**config.mk**
```make
export PLATFORM = sky130hd
export DESIGN_NAME = scalar_kalman_filter
export DESIGN_NICKNAME = d
export VERILOG_FILES = /design/src/rtl/core/skf_pkg.sv /design/src/rtl/core/skf_divider.sv /design/src/rtl/core/scalar_kalman_filter.sv
export SDC_FILE = /design/constraint.sdc
export NUM_CORES = 2
export LEC_CHECK = 0
export ABC_CLOCK_PERIOD_IN_PS = 10300
export BUFFER_PORTS_ARGS = -buffer_cell sky130_fd_sc_hd__buf_2
export CORE_MARGIN = 5
export CORE_UTILIZATION = 60
export DETAILED_ROUTE_END_ITERATION = 16
export GPL_TIMING_DRIVEN = 0
export PLACE_DENSITY_LB_ADDON = 0.08
export SLEW_MARGIN = 20
export SYNTH_ARGS = -nofsm -noshare
export SYNTH_HDL_FRONTEND = slang
export SYNTH_SLANG_ARGS = --single-unit
```
**constraint.sdc**
```tcl
create_clock -name clock -period 10.3 [get_ports clock]
set_input_delay 3.09 -clock clock [delete_from_list [all_inputs] [get_ports clock]]
set_output_delay 3.09 -clock clock [all_outputs]
set_load 0.005 [all_outputs]
```
**src/rtl/core/skf_pkg.sv**
```systemverilog
`default_nettype none

package skf_pkg;

   // Widths of the Q16.16 words, the Q1.16 gain and the shared multiplier.
   localparam int DataWidth     = 32;
   localparam int GainWidth     = 17;
   localparam int MagWidth      = DataWidth + 1;
   localparam int ProdWidth     = GainWidth + MagWidth;
   localparam int DivSteps      = GainWidth;
   localparam int DivCountWidth = 5;
   localparam int CsrIndexWidth = 1;

   localparam logic [GainWidth-1:0] GainOne = GainWidth'(65536);

   typedef enum logic [CsrIndexWidth-1:0] {
      CSR_PROCESS_NOISE = 1'b0,
      CSR_MEASURE_NOISE = 1'b1
   } skf_csr_index_type;

   typedef enum logic [2:0] {
      ST_IDLE,
      ST_PREDICT,
      ST_DIV_START,
      ST_DIV_WAIT,
      ST_MUL_EST,
      ST_MUL_COV,
      ST_UPDATE
   } skf_state_type;

   typedef struct packed {
      logic start;
   } skf_div_ctl_type;

   typedef struct packed {
      logic busy;
      logic done;
   } skf_div_sts_type;

endpackage

`default_nettype wire

```
**src/rtl/core/skf_divider.sv**
```systemverilog
`default_nettype none

// Restoring divider for the gain: predicted * 2^16 / denom, one quotient bit per cycle.
module skf_divider (
   input  wire logic                                   clock,
   input  wire logic                                   reset,
   input  wire skf_pkg::skf_div_ctl_type               div_ctl,
   input  wire logic [skf_pkg::DataWidth-1:0]          div_predicted,
   input  wire logic [skf_pkg::MagWidth-1:0]           div_denom,
   output skf_pkg::skf_div_sts_type                    div_sts,
   output logic [skf_pkg::GainWidth-1:0]               div_quotient
);

   logic [skf_pkg::MagWidth-1:0]      rem_ff, rem_in;
   logic [skf_pkg::MagWidth-1:0]      denom_ff, denom_in;
   logic [skf_pkg::GainWidth-1:0]     quo_ff, quo_in;
   logic                              feed_ff, feed_in;
   logic [skf_pkg::DivCountWidth-1:0] cnt_ff, cnt_in;
   logic                              busy_ff, busy_in;
   logic                              done_ff, done_in;

   logic [skf_pkg::MagWidth:0]        shifted;
   logic [skf_pkg::MagWidth:0]        trial;
   logic                              fits;

   // The quotient never exceeds 2^16, so the partial remainder can start
   // at the dividend shifted down by the quotient width.
   assign shifted = {rem_ff, feed_ff};
   assign trial   = shifted - {1'b0, denom_ff};
   assign fits    = shifted >= {1'b0, denom_ff};

   always_comb begin
      rem_in   = rem_ff;
      denom_in = denom_ff;
      quo_in   = quo_ff;
      feed_in  = feed_ff;
      cnt_in   = cnt_ff;
      busy_in  = busy_ff;
      done_in  = 1'b0;
      if (div_ctl.start) begin
         rem_in   = {2'b00, div_predicted[skf_pkg::DataWidth-1:1]};
         feed_in  = div_predicted[0];
         denom_in = div_denom;
         quo_in   = '0;
         cnt_in   = skf_pkg::DivCountWidth'(skf_pkg::DivSteps);
         busy_in  = 1'b1;
      end else if (busy_ff) begin
         rem_in  = fits ? trial[skf_pkg::MagWidth-1:0] : shifted[skf_pkg::MagWidth-1:0];
         quo_in  = {quo_ff[skf_pkg::GainWidth-2:0], fits};
         feed_in = 1'b0;
         cnt_in  = cnt_ff - 1'b1;
         if (cnt_ff == skf_pkg::DivCountWidth'(1)) begin
            busy_in = 1'b0;
            done_in = 1'b1;
         end
      end
   end

   always_ff @(posedge clock) begin
      if (reset) begin
         cnt_ff  <= '0;
         busy_ff <= 1'b0;
         done_ff <= 1'b0;
      end else begin
         cnt_ff  <= cnt_in;
         busy_ff <= busy_in;
         done_ff <= done_in;
      end
   end

   always_ff @(posedge clock) begin
      rem_ff   <= rem_in;
      denom_ff <= denom_in;
      quo_ff   <= quo_in;
      feed_ff  <= feed_in;
   end

   assign div_sts.busy = busy_ff;
   assign div_sts.done = done_ff;
   assign div_quotient = quo_ff;

   a_no_start_while_busy : assert property (@(posedge clock) disable iff (reset)
      div_ctl.start |-> !busy_ff)
      else $error("divider started while busy");

   a_done_ends_busy : assert property (@(posedge clock) disable iff (reset)
      done_ff |-> !busy_ff && $past(busy_ff))
      else $error("divider done without a finished run");

   a_busy_count : assert property (@(posedge clock) disable iff (reset)
      busy_ff |-> cnt_ff != '0)
      else $error("divider busy with an empty step count");

endmodule

`default_nettype wire

```
**src/rtl/core/scalar_kalman_filter.sv**
```systemverilog
`default_nettype none

// Channel   Direction  Handshake            Payload
// req       in         req_valid/req_stall  req_sample   signed Q16.16
// rsp       out        rsp_valid/rsp_stall  rsp_estimate signed Q16.16
// csr       in         csr_write            csr_index, csr_wdata (unsigned Q16.16)
//
// A request passes through prediction, divider launch, the gain divider
// (17 quotient steps and its done flag), two multiplies and update to the
// result register; the input reopens as the result register loads. A zero
// denominator skips the divider. Reset is synchronous and restores both
// noise registers, the estimate and the covariance. A stalled result holds
// the block in its update step.

module scalar_kalman_filter (
   input  wire logic                                   clock,
   input  wire logic                                   reset,
   input  wire logic                                   req_valid,
   output logic                                        req_stall,
   input  wire logic signed [skf_pkg::DataWidth-1:0]   req_sample,
   output logic                                        rsp_valid,
   input  wire logic                                   rsp_stall,
   output logic signed [skf_pkg::DataWidth-1:0]        rsp_estimate,
   input  wire logic                                   csr_write,
   input  wire logic [skf_pkg::CsrIndexWidth-1:0]      csr_index,
   input  wire logic [skf_pkg::DataWidth-1:0]          csr_wdata
);

   skf_pkg::skf_state_type          state_ff, state_in;

   // Configuration and filter state.
   logic [skf_pkg::DataWidth-1:0]   pn_ff, pn_in;
   logic [skf_pkg::DataWidth-1:0]   mn_ff, mn_in;
   logic [skf_pkg::DataWidth-1:0]   est_ff, est_in;
   logic [skf_pkg::DataWidth-1:0]   cov_ff, cov_in;

   // Working registers for one request.
   logic [skf_pkg::DataWidth-1:0]   smp_ff, smp_in;
   logic [skf_pkg::DataWidth-1:0]   pred_ff, pred_in;
   logic [skf_pkg::MagWidth-1:0]    diff_ff, diff_in;
   logic [skf_pkg::MagWidth-1:0]    mag_ff, mag_in;
   logic [skf_pkg::GainWidth-1:0]   gain_ff, gain_in;
   logic [skf_pkg::ProdWidth-1:0]   prod_ff, prod_in;

   // Result register.
   logic                            rsp_valid_ff, rsp_valid_in;
   logic [skf_pkg::DataWidth-1:0]   rsp_est_ff, rsp_est_in;

   // Shared multiplier operands.
   logic [skf_pkg::GainWidth-1:0]   mul_a;
   logic [skf_pkg::MagWidth-1:0]    mul_b;
   logic [skf_pkg::ProdWidth-1:0]   mul_p;

   logic [skf_pkg::MagWidth-1:0]    pred_sum;
   logic [skf_pkg::MagWidth-1:0]    denom;
   logic [skf_pkg::MagWidth-1:0]    corr;
   logic [skf_pkg::MagWidth:0]      est_ext;
   logic [skf_pkg::MagWidth:0]      est_next;
   logic                            rsp_free;

   skf_pkg::skf_div_ctl_type        div_ctl;
   skf_pkg::skf_div_sts_type        div_sts;
   logic [skf_pkg::GainWidth-1:0]   div_quotient;

   assign pred_sum = {1'b0, cov_ff} + {1'b0, pn_ff};
   assign denom    = {1'b0, pred_ff} + {1'b0, mn_ff};
   assign mul_p    = skf_pkg::ProdWidth'(mul_a) * skf_pkg::ProdWidth'(mul_b);

   // The correction is at most the innovation magnitude, so the new
   // estimate always lands between the old one and the sample.
   assign corr     = prod_ff[skf_pkg::ProdWidth-2:16];
   assign est_ext  = {{2{est_ff[skf_pkg::DataWidth-1]}}, est_ff};
   assign est_next = diff_ff[skf_pkg::MagWidth-1] ? est_ext - {1'b0, corr}
                                                  : est_ext + {1'b0, corr};

   assign rsp_free = !rsp_valid_ff || !rsp_stall;

   skf_divider u_divider (
      .clock         (clock),
      .reset         (reset),
      .div_ctl       (div_ctl),
      .div_predicted (pred_ff),
      .div_denom     (denom),
      .div_sts       (div_sts),
      .div_quotient  (div_quotient)
   );

   always_comb begin
      state_in     = state_ff;
      pn_in        = pn_ff;
      mn_in        = mn_ff;
      est_in       = est_ff;
      cov_in       = cov_ff;
      smp_in       = smp_ff;
      pred_in      = pred_ff;
      diff_in      = diff_ff;
      mag_in       = mag_ff;
      gain_in      = gain_ff;
      prod_in      = prod_ff;
      rsp_est_in   = rsp_est_ff;
      rsp_valid_in = rsp_valid_ff && rsp_stall;
      div_ctl      = '0;
      mul_a        = gain_ff;
      mul_b        = mag_ff;
      req_stall    = 1'b1;

      // The user must write configuration only while the block is idle; the block itself does not enforce it.
      if (csr_write) begin
         unique case (skf_pkg::skf_csr_index_type'(csr_index))
            skf_pkg::CSR_PROCESS_NOISE: pn_in = csr_wdata;
            skf_pkg::CSR_MEASURE_NOISE: mn_in = csr_wdata;
            default: ;
         endcase
      end

      unique case (state_ff)
         skf_pkg::ST_IDLE: begin
            req_stall = 1'b0;
            if (req_valid) begin
               smp_in   = req_sample;
               state_in = skf_pkg::ST_PREDICT;
            end
         end
         skf_pkg::ST_PREDICT: begin
            // Predicted covariance saturates at the largest Q16.16 value.
            pred_in  = pred_sum[skf_pkg::MagWidth-1] ? '1 : pred_sum[skf_pkg::DataWidth-1:0];
            diff_in  = {smp_ff[skf_pkg::DataWidth-1], smp_ff}
                     - {est_ff[skf_pkg::DataWidth-1], est_ff};
            state_in = skf_pkg::ST_DIV_START;
         end
         skf_pkg::ST_DIV_START: begin
            mag_in = diff_ff[skf_pkg::MagWidth-1] ? -diff_ff : diff_ff;
            // Both terms zero means no uncertainty anywhere: the gain is one.
            if (denom == '0) begin
               gain_in  = skf_pkg::GainOne;
               state_in = skf_pkg::ST_MUL_EST;
            end else begin
               div_ctl.start = 1'b1;
               state_in      = skf_pkg::ST_DIV_WAIT;
            end
         end
         skf_pkg::ST_DIV_WAIT: begin
            if (div_sts.done) begin
               gain_in  = div_quotient;
               state_in = skf_pkg::ST_MUL_EST;
            end
         end
         skf_pkg::ST_MUL_EST: begin
            prod_in  = mul_p;
            state_in = skf_pkg::ST_MUL_COV;
         end
         skf_pkg::ST_MUL_COV: begin
            est_in   = est_next[skf_pkg::DataWidth-1:0];
            mul_a    = skf_pkg::GainOne - gain_ff;
            mul_b    = {1'b0, pred_ff};
            prod_in  = mul_p;
            state_in = skf_pkg::ST_UPDATE;
         end
         skf_pkg::ST_UPDATE: begin
            if (rsp_free) begin
               cov_in       = prod_ff[skf_pkg::DataWidth+15:16];
               rsp_est_in   = est_ff;
               rsp_valid_in = 1'b1;
               state_in     = skf_pkg::ST_IDLE;
            end
         end
         default: state_in = skf_pkg::ST_IDLE;
      endcase
   end

   always_ff @(posedge clock) begin
      if (reset) begin
         state_ff     <= skf_pkg::ST_IDLE;
         pn_ff        <= skf_pkg::DataWidth'(66);
         mn_ff        <= skf_pkg::DataWidth'(65536);
         est_ff       <= '0;
         cov_ff       <= '0;
         rsp_valid_ff <= 1'b0;
      end else begin
         state_ff     <= state_in;
         pn_ff        <= pn_in;
         mn_ff        <= mn_in;
         est_ff       <= est_in;
         cov_ff       <= cov_in;
         rsp_valid_ff <= rsp_valid_in;
      end
   end

   always_ff @(posedge clock) begin
      smp_ff     <= smp_in;
      pred_ff    <= pred_in;
      diff_ff    <= diff_in;
      mag_ff     <= mag_in;
      gain_ff    <= gain_in;
      prod_ff    <= prod_in;
      rsp_est_ff <= rsp_est_in;
   end

   assign rsp_valid    = rsp_valid_ff;
   assign rsp_estimate = rsp_est_ff;

   a_gain_bounded : assert property (@(posedge clock) disable iff (reset)
      state_ff == skf_pkg::ST_MUL_EST |-> gain_ff <= skf_pkg::GainOne)
      else $error("gain above one");

   a_cov_shrinks : assert property (@(posedge clock) disable iff (reset)
      state_ff == skf_pkg::ST_UPDATE && rsp_free |=> cov_ff <= $past(pred_ff))
      else $error("updated covariance exceeds the prediction");

   a_result_from_update : assert property (@(posedge clock) disable iff (reset)
      $rose(rsp_valid_ff) |-> $past(state_ff) == skf_pkg::ST_UPDATE)
      else $error("result raised outside the update step");

   a_divider_only_waited : assert property (@(posedge clock) disable iff (reset)
      div_sts.busy |-> state_ff == skf_pkg::ST_DIV_WAIT)
      else $error("divider running outside the gain step");

endmodule

`default_nettype wire
```
== Word-level counts from Yosys, hierarchy flattened ==
Cells that the tools add are included.
Storage, ports and cells
  flip-flop bits (word level): 450
  output and inout port bits: 34
  word-level logic and storage cells: 92
Cells by class
  add/sub/neg operators: 9
  $mul: 1
  order comparisons: 1
  equality and inequality tests: 11
  mux-type cells: 28
  bitwise gates (word level): 2
  reductions and logical operators: 17
Operators with widths (number)
  $add A32 B32 Y33: 2
  $mux W33: 2
  $mux W32: 2
  $mux W31: 2
  $mux W17: 3
  $mul A17 B33 Y48: 1
  $ge A34 B33 Y1: 1
  $pmux W17 S2: 1
  $logic_not A33 Y1: 1
  $neg A33 Y33: 1
  $sub A32 B32 Y33: 1
  $sub A33 B33 Y33: 1
  $add A32 B32 Y32: 1
  $sub A32 B32 Y32: 1
  $pmux W3 S7: 1
  $sub A17 B17 Y17 const A: 1
  $mux W3: 4
  $mux W1: 11
  $mux W5: 2
  $eq A3 B3 Y1 const B: 3
  $reduce_and A2 Y1: 4
  $eq A3 B2 Y1 const B: 2
  $ne A2 B2 Y1 const B: 3
  $reduce_and A3 Y1: 2
  12 further kinds: 16

== Logic depth before layout (Yosys ltp) ==
  word-level depth: 5
  mapped depth: 33
  gate-level depth less buffers: 31

== Hierarchy ==
A second synthesis with hierarchy kept.
Unflattened totals
  cell total of the unflattened synthesis: 4676
  area, all modules: 41937.7 um^2
By module, submodules not included
  scalar_kalman_filter: times used 1, cells each 4075, area an instance 36172.2 um^2, sequential area each 8978.6 um^2
  skf_divider: times used 1, cells each 601, area an instance 5765.5 um^2, sequential area each 2472.4 um^2

== Worst setup path before layout ==
Ideal clock, no wire load.
  path type: reg2reg
  start point: register state_ff[1]
  end point: register prod_ff[46] (netlist bit) (data pin)
  library setup time: 0.262 ns
  data arrival time: 8.903 ns
  data required time: 10.038 ns
  slack: 1.135 ns
  stages on the path, launching flop included: 31
  path buffers: 3
  period minus slack after synthesis: 9.165 ns
  cell sequence: dfxtp_1 nor2b_1 and2_1 clkbuf_1 clkbuf_1 nand2_1 nand2_1 clkbuf_1 nand2_1 fa_1 inv_1 fa_1 inv_1 fa_1 inv_1 fa_1 fa_1 inv_1 fa_1 inv_1 ha_1 nand4_1 or2_2 nor3_1 o21ai_0 a21boi_0 nor3_1 o31a_1 or3_1 a21oi_1 xor2_1
Between the ends
  cells in the longest elaborated chain, start to end: 3
  elaborated cells between the ends (all ways): 4
  those cells by class: mul (1); eq/ne (1); mux (2)
Ends and longest elaborated chain
  from (decl): line scalar_kalman_filter.sv:29  | skf_pkg::skf_state_type state_ff, state_in;
  from (signal assigned): line scalar_kalman_filter.sv:173  | state_ff <= skf_pkg::ST_IDLE;
  from (signal assigned): line scalar_kalman_filter.sv:180  | state_ff <= state_in;
  $eq A3 B3 Y1 *: line scalar_kalman_filter.sv:116  | unique case (state_ff)
  $mux W17 or $mux W33 (tied branches): line scalar_kalman_filter.sv:116
  $mul A17 B33 Y48 *: line scalar_kalman_filter.sv:67  | assign mul_p = skf_pkg::ProdWidth'(mul_a) * skf_pkg::ProdWidth'(mul_b);
  named net mul_p (one bit): line scalar_kalman_filter.sv:52  | logic [skf_pkg::ProdWidth-1:0] mul_p;
  to (signal assigned): line scalar_kalman_filter.sv:195  | prod_ff <= prod_in;
  to (decl): line scalar_kalman_filter.sv:43  | logic [skf_pkg::ProdWidth-1:0] prod_ff, prod_in;
The timed path passes the listed nets; every way through them passes the cells marked *.
A chain may end at the register's enable or synchronous reset.

== Worst setup path in the final report ==
  start point: register state_ff[0]
  end point: register prod_ff[47] (netlist bit) (data pin)
The elaborated chain is that of the path after synthesis.

==> summary.txt <==
Clock tree
  • Cts bufs inserted: 43
  • Worst skew pair latency: 560 ps
  • Max H-tree Level: 2
  • CTS tree: built
  • Clk buf depth: 3
  • Root buffer cell: clkbuf_16
  • CTS clk-pin slew, worst paths: 70 ps
  • Clock Sinks: 434

Die
  • Initial core utilization: 0.607
  • Core area: approximately 69000 sq um
  • Number of I/O pins: 104
  • Die area: 75200 sq um
  • Die width: 274 um
  • Row cnt: 96
  • Die Y: 274 um

Job
  • Maxcap violations: 0

Min path
  • Hold EP: cov_ff[13]$_SDFFE_PP0P_
  • Hold-critical path depth: 2
  • Hold Startpoint: cov_ff[13]$_SDFFE_PP0P_
  • Tightest Hold Check Type: flip-flop to flip-flop

Layout
  • Fill count: 5968
  • Share of cells above drive strength 1: 0.0641
  • Nets: 5633
  • Area growth syn-to-layout: 8.44%

Global routing
  • Total track usage: 0.329
  • First-pass GRT wire length: 189000 um
  • Initial antenna violation count: 6
  • Number of global-route vias before repair: 32600
  • Largest net degree at the start of global routing: 43
  • Grt ovf: 0

Setup path
  • CP startpoint kind: flip-flop
  • Path depth of the worst reg2reg path: 27
  • Terminus of the critical flop-to-flop path: prod_ff[47]$_DFFE_PN_
  • Worst Path Required: roughly 11000 ps
  • Setup crit end kind: flip-flop
  • R2r setup slk: 440 ps
  • Arrival @ worst endpoint: about 10000 ps
  • Reg2reg start: state_ff[0]$_SDFFE_PP0P_
  • Setup CP Type: flip-flop to flip-flop
  • CP Max Fanout: 10

Timing
  • Final setup viols: 0
  • Post-Route Setup TNS: 0 ps
  • Slew headroom: 0.142
  • Worst-margin pin slew: 1250 ps
  • Final Hold Vio Count: 0
  • Pins Over Slew Limit: 0
  • RSZ-0062 raised after global routing: no
  • Clk_skew: 17.3 ps
  • Min Tclk post-route: 9860 ps
  • Max Clock Freq: 101 MHz
  • Ratio of final minimum period to clock period: 0.957

Yosys
  • Net Count, Synth: 5476
  • Cell area after synthesis: approximately 42000 sq um
  • Syn avg cell area: 8.98 sq um
  • Yosys reg bits: about 430
  • Synth unique cells: 92
  • Number of synthesized flops with an enable pin: between 200 and 300
  • Seq/Total Area, Yosys: 0.274
  • Cells after Synth: 4664
  • Yosys Warn Count: 0
  • Ys async rst share: 0
  • Top_reg_cell synth: edfxtp_1

Placed design
  • Routability Congestion: 1.01
  • IO buf count: 102
  • Post-DP HPWL: 101000 um

Routing
  • Via count: 33300
  • TritonRoute pass-1 iters: 6
  • Antenna Nets Post-Route: 0
  • Drt via density: 5.75
  • # DRC: 0
  • Drt initial violations: 3040
  • Detailed Route WL: approximately 120000 um
  • Wire per inst: 21.2 um

Status
  • Outcome: finished, final reports clean
==> metrics by stage <==
stage	setup slack [ps]	instance area [sq um]	hold WS (ps)	cells	utilization
global route	71.0	45400	477	5786	0.658
detailed placement	-664	43800	451	5708	0.635
finish	443	45400	459	5790	0.658
CTS	31.9	45300	460	5787	0.657
floorplan	1130	41900	437	4664	-
global placement	-2620	43500	448	5697	0.631
==> final cells by class <==
type,instances,area [sq um],area share
diodes,4,10.0,0.000220
plain buffers,167,751,0.0165
clock buffers,56,1240,0.0273
clock inverters,23,220,0.00485
inverters,743,2790,0.0615
multi-input cells,3318,27100,0.596
flip-flops and latches,434,11500,0.252
well taps,931,1160,0.0257
repair buffers,114,714,0.0157
==> metal layers <==
metal  share of wire  vias up  global-route usage
met2            0.45     1357               0.519
li1                -    15400                   -
met5         0.00027        -                   0
met1            0.41    16300               0.453
met4           0.047        4               0.121
met3           0.090      284              0.0672
==> critical path, stage by stage, from the launching register on <==
cell	delay, ps
dfxtp_1	320
clkbuf_1	400
nand2_1	290
clkbuf_2	310
nor2_1	250
xor2_1	760
clkbuf_1	860
nand2_1	170
fa_1	560
fa_1	470
fa_1	540
inv_1	50
fa_1	440
fa_1	520
inv_1	60
fa_1	530
inv_1	60
ha_1	340
nand4_1	90
or2_2	310
o221ai_1	480
o21ai_0	280
a21boi_1	320
nor3_1	110
o31a_1	320
or3_1	400
a21oi_1	220
xnor2_1	110
==> state kept, by name (all words and copies together) (netlist names), 32 cells and up <==
| register | count |
|---|---|
| diff_ff | 33 |
| mag_ff | 33 |
| u_divider.denom_ff | 33 |
| u_divider.rem_ff | 33 |
| cov_ff | 32 |
| est_ff | 32 |
| mn_ff | 32 |
| pn_ff | 32 |
| pred_ff | 32 |
| prod_ff | 32 |
| rsp_estimate | 32 |
| smp_ff | 32 |
==> placed cells by master, fill, tap and decap left out, drive strengths merged, types with 91 or more instances in the layout <==
| master | synthesis | final |
|---|---|---|
| a21oi | 317 | 317 |
| edfxtp | 276 | 276 |
| nand2 | 866 | 866 |
| a21o | 91 | 91 |
| fa | 466 | 466 |
| buf | 24 | 137 |
| xnor2 | 175 | 175 |
| inv | 743 | 744 |
| nor2 | 324 | 324 |
| ha | 276 | 276 |
| dfxtp | 158 | 158 |
| clkbuf | 145 | 200 |
| o21ai | 110 | 110 |
==> cells in the mapped netlist, types with 91 or more instances <==
cell / n / area share
fa_1: 466 / 0.22
dfxtp_1: 158 / 0.076
xnor2_1: 175 / 0.037
edfxtp_1: 276 / 0.20
a21o_1: 91 / 0.016
inv_1: 742 / 0.067
nand2_1: 866 / 0.078
o21ai_0: 101 / 0.012
a21oi_1: 316 / 0.038
nor2_1: 324 / 0.029
ha_1: 276 / 0.082
clkbuf_1: 145 / 0.013
==> cells by family after synthesis <==
kind of cell	share of synthesized area
and+or+nand+nor	0.159
buffers and inverters	0.0838
adders and majority gates	0.305
AOI/OAI and AO/OA	0.106
DFF	0.274
xor gates and xnor gates	0.0517
muxes	0.0205
==> what timing repair did <==
item | 4_1_cts | 5_1_grt
resized for setup | 10 | 68
pin swaps | 0 | 0
endpoints found under the setup margin | 8 | 10
hold buffers | 0 | 0
setup buffers | 0 | 1
==> worst max-delay path by stage <==
stage                                        start                     to  slack [ps]  depth (start not counted)
after detailed placement  state_ff[1]$_SDFFE_PP0P_  prod_ff[47]$_DFFE_PN_        -660                         31
after CTS                 state_ff[1]$_SDFFE_PP0P_  prod_ff[47]$_DFFE_PN_          30                         31
after global routing      gain_ff[0]$_SDFFCE_PP0P_  prod_ff[45]$_DFFE_PN_          70                         31
final                     state_ff[0]$_SDFFE_PP0P_  prod_ff[47]$_DFFE_PN_         440                         27
after global placement    state_ff[1]$_SDFFE_PP0P_  prod_ff[47]$_DFFE_PN_       -2620                         29
after floorplan           state_ff[1]$_SDFFE_PP0P_  prod_ff[46]$_DFFE_PN_        1130                         30
Power is left out: the tool's default activity adds up to more than one toggle a clock period on the data nets, which glitch-free logic cannot reach.
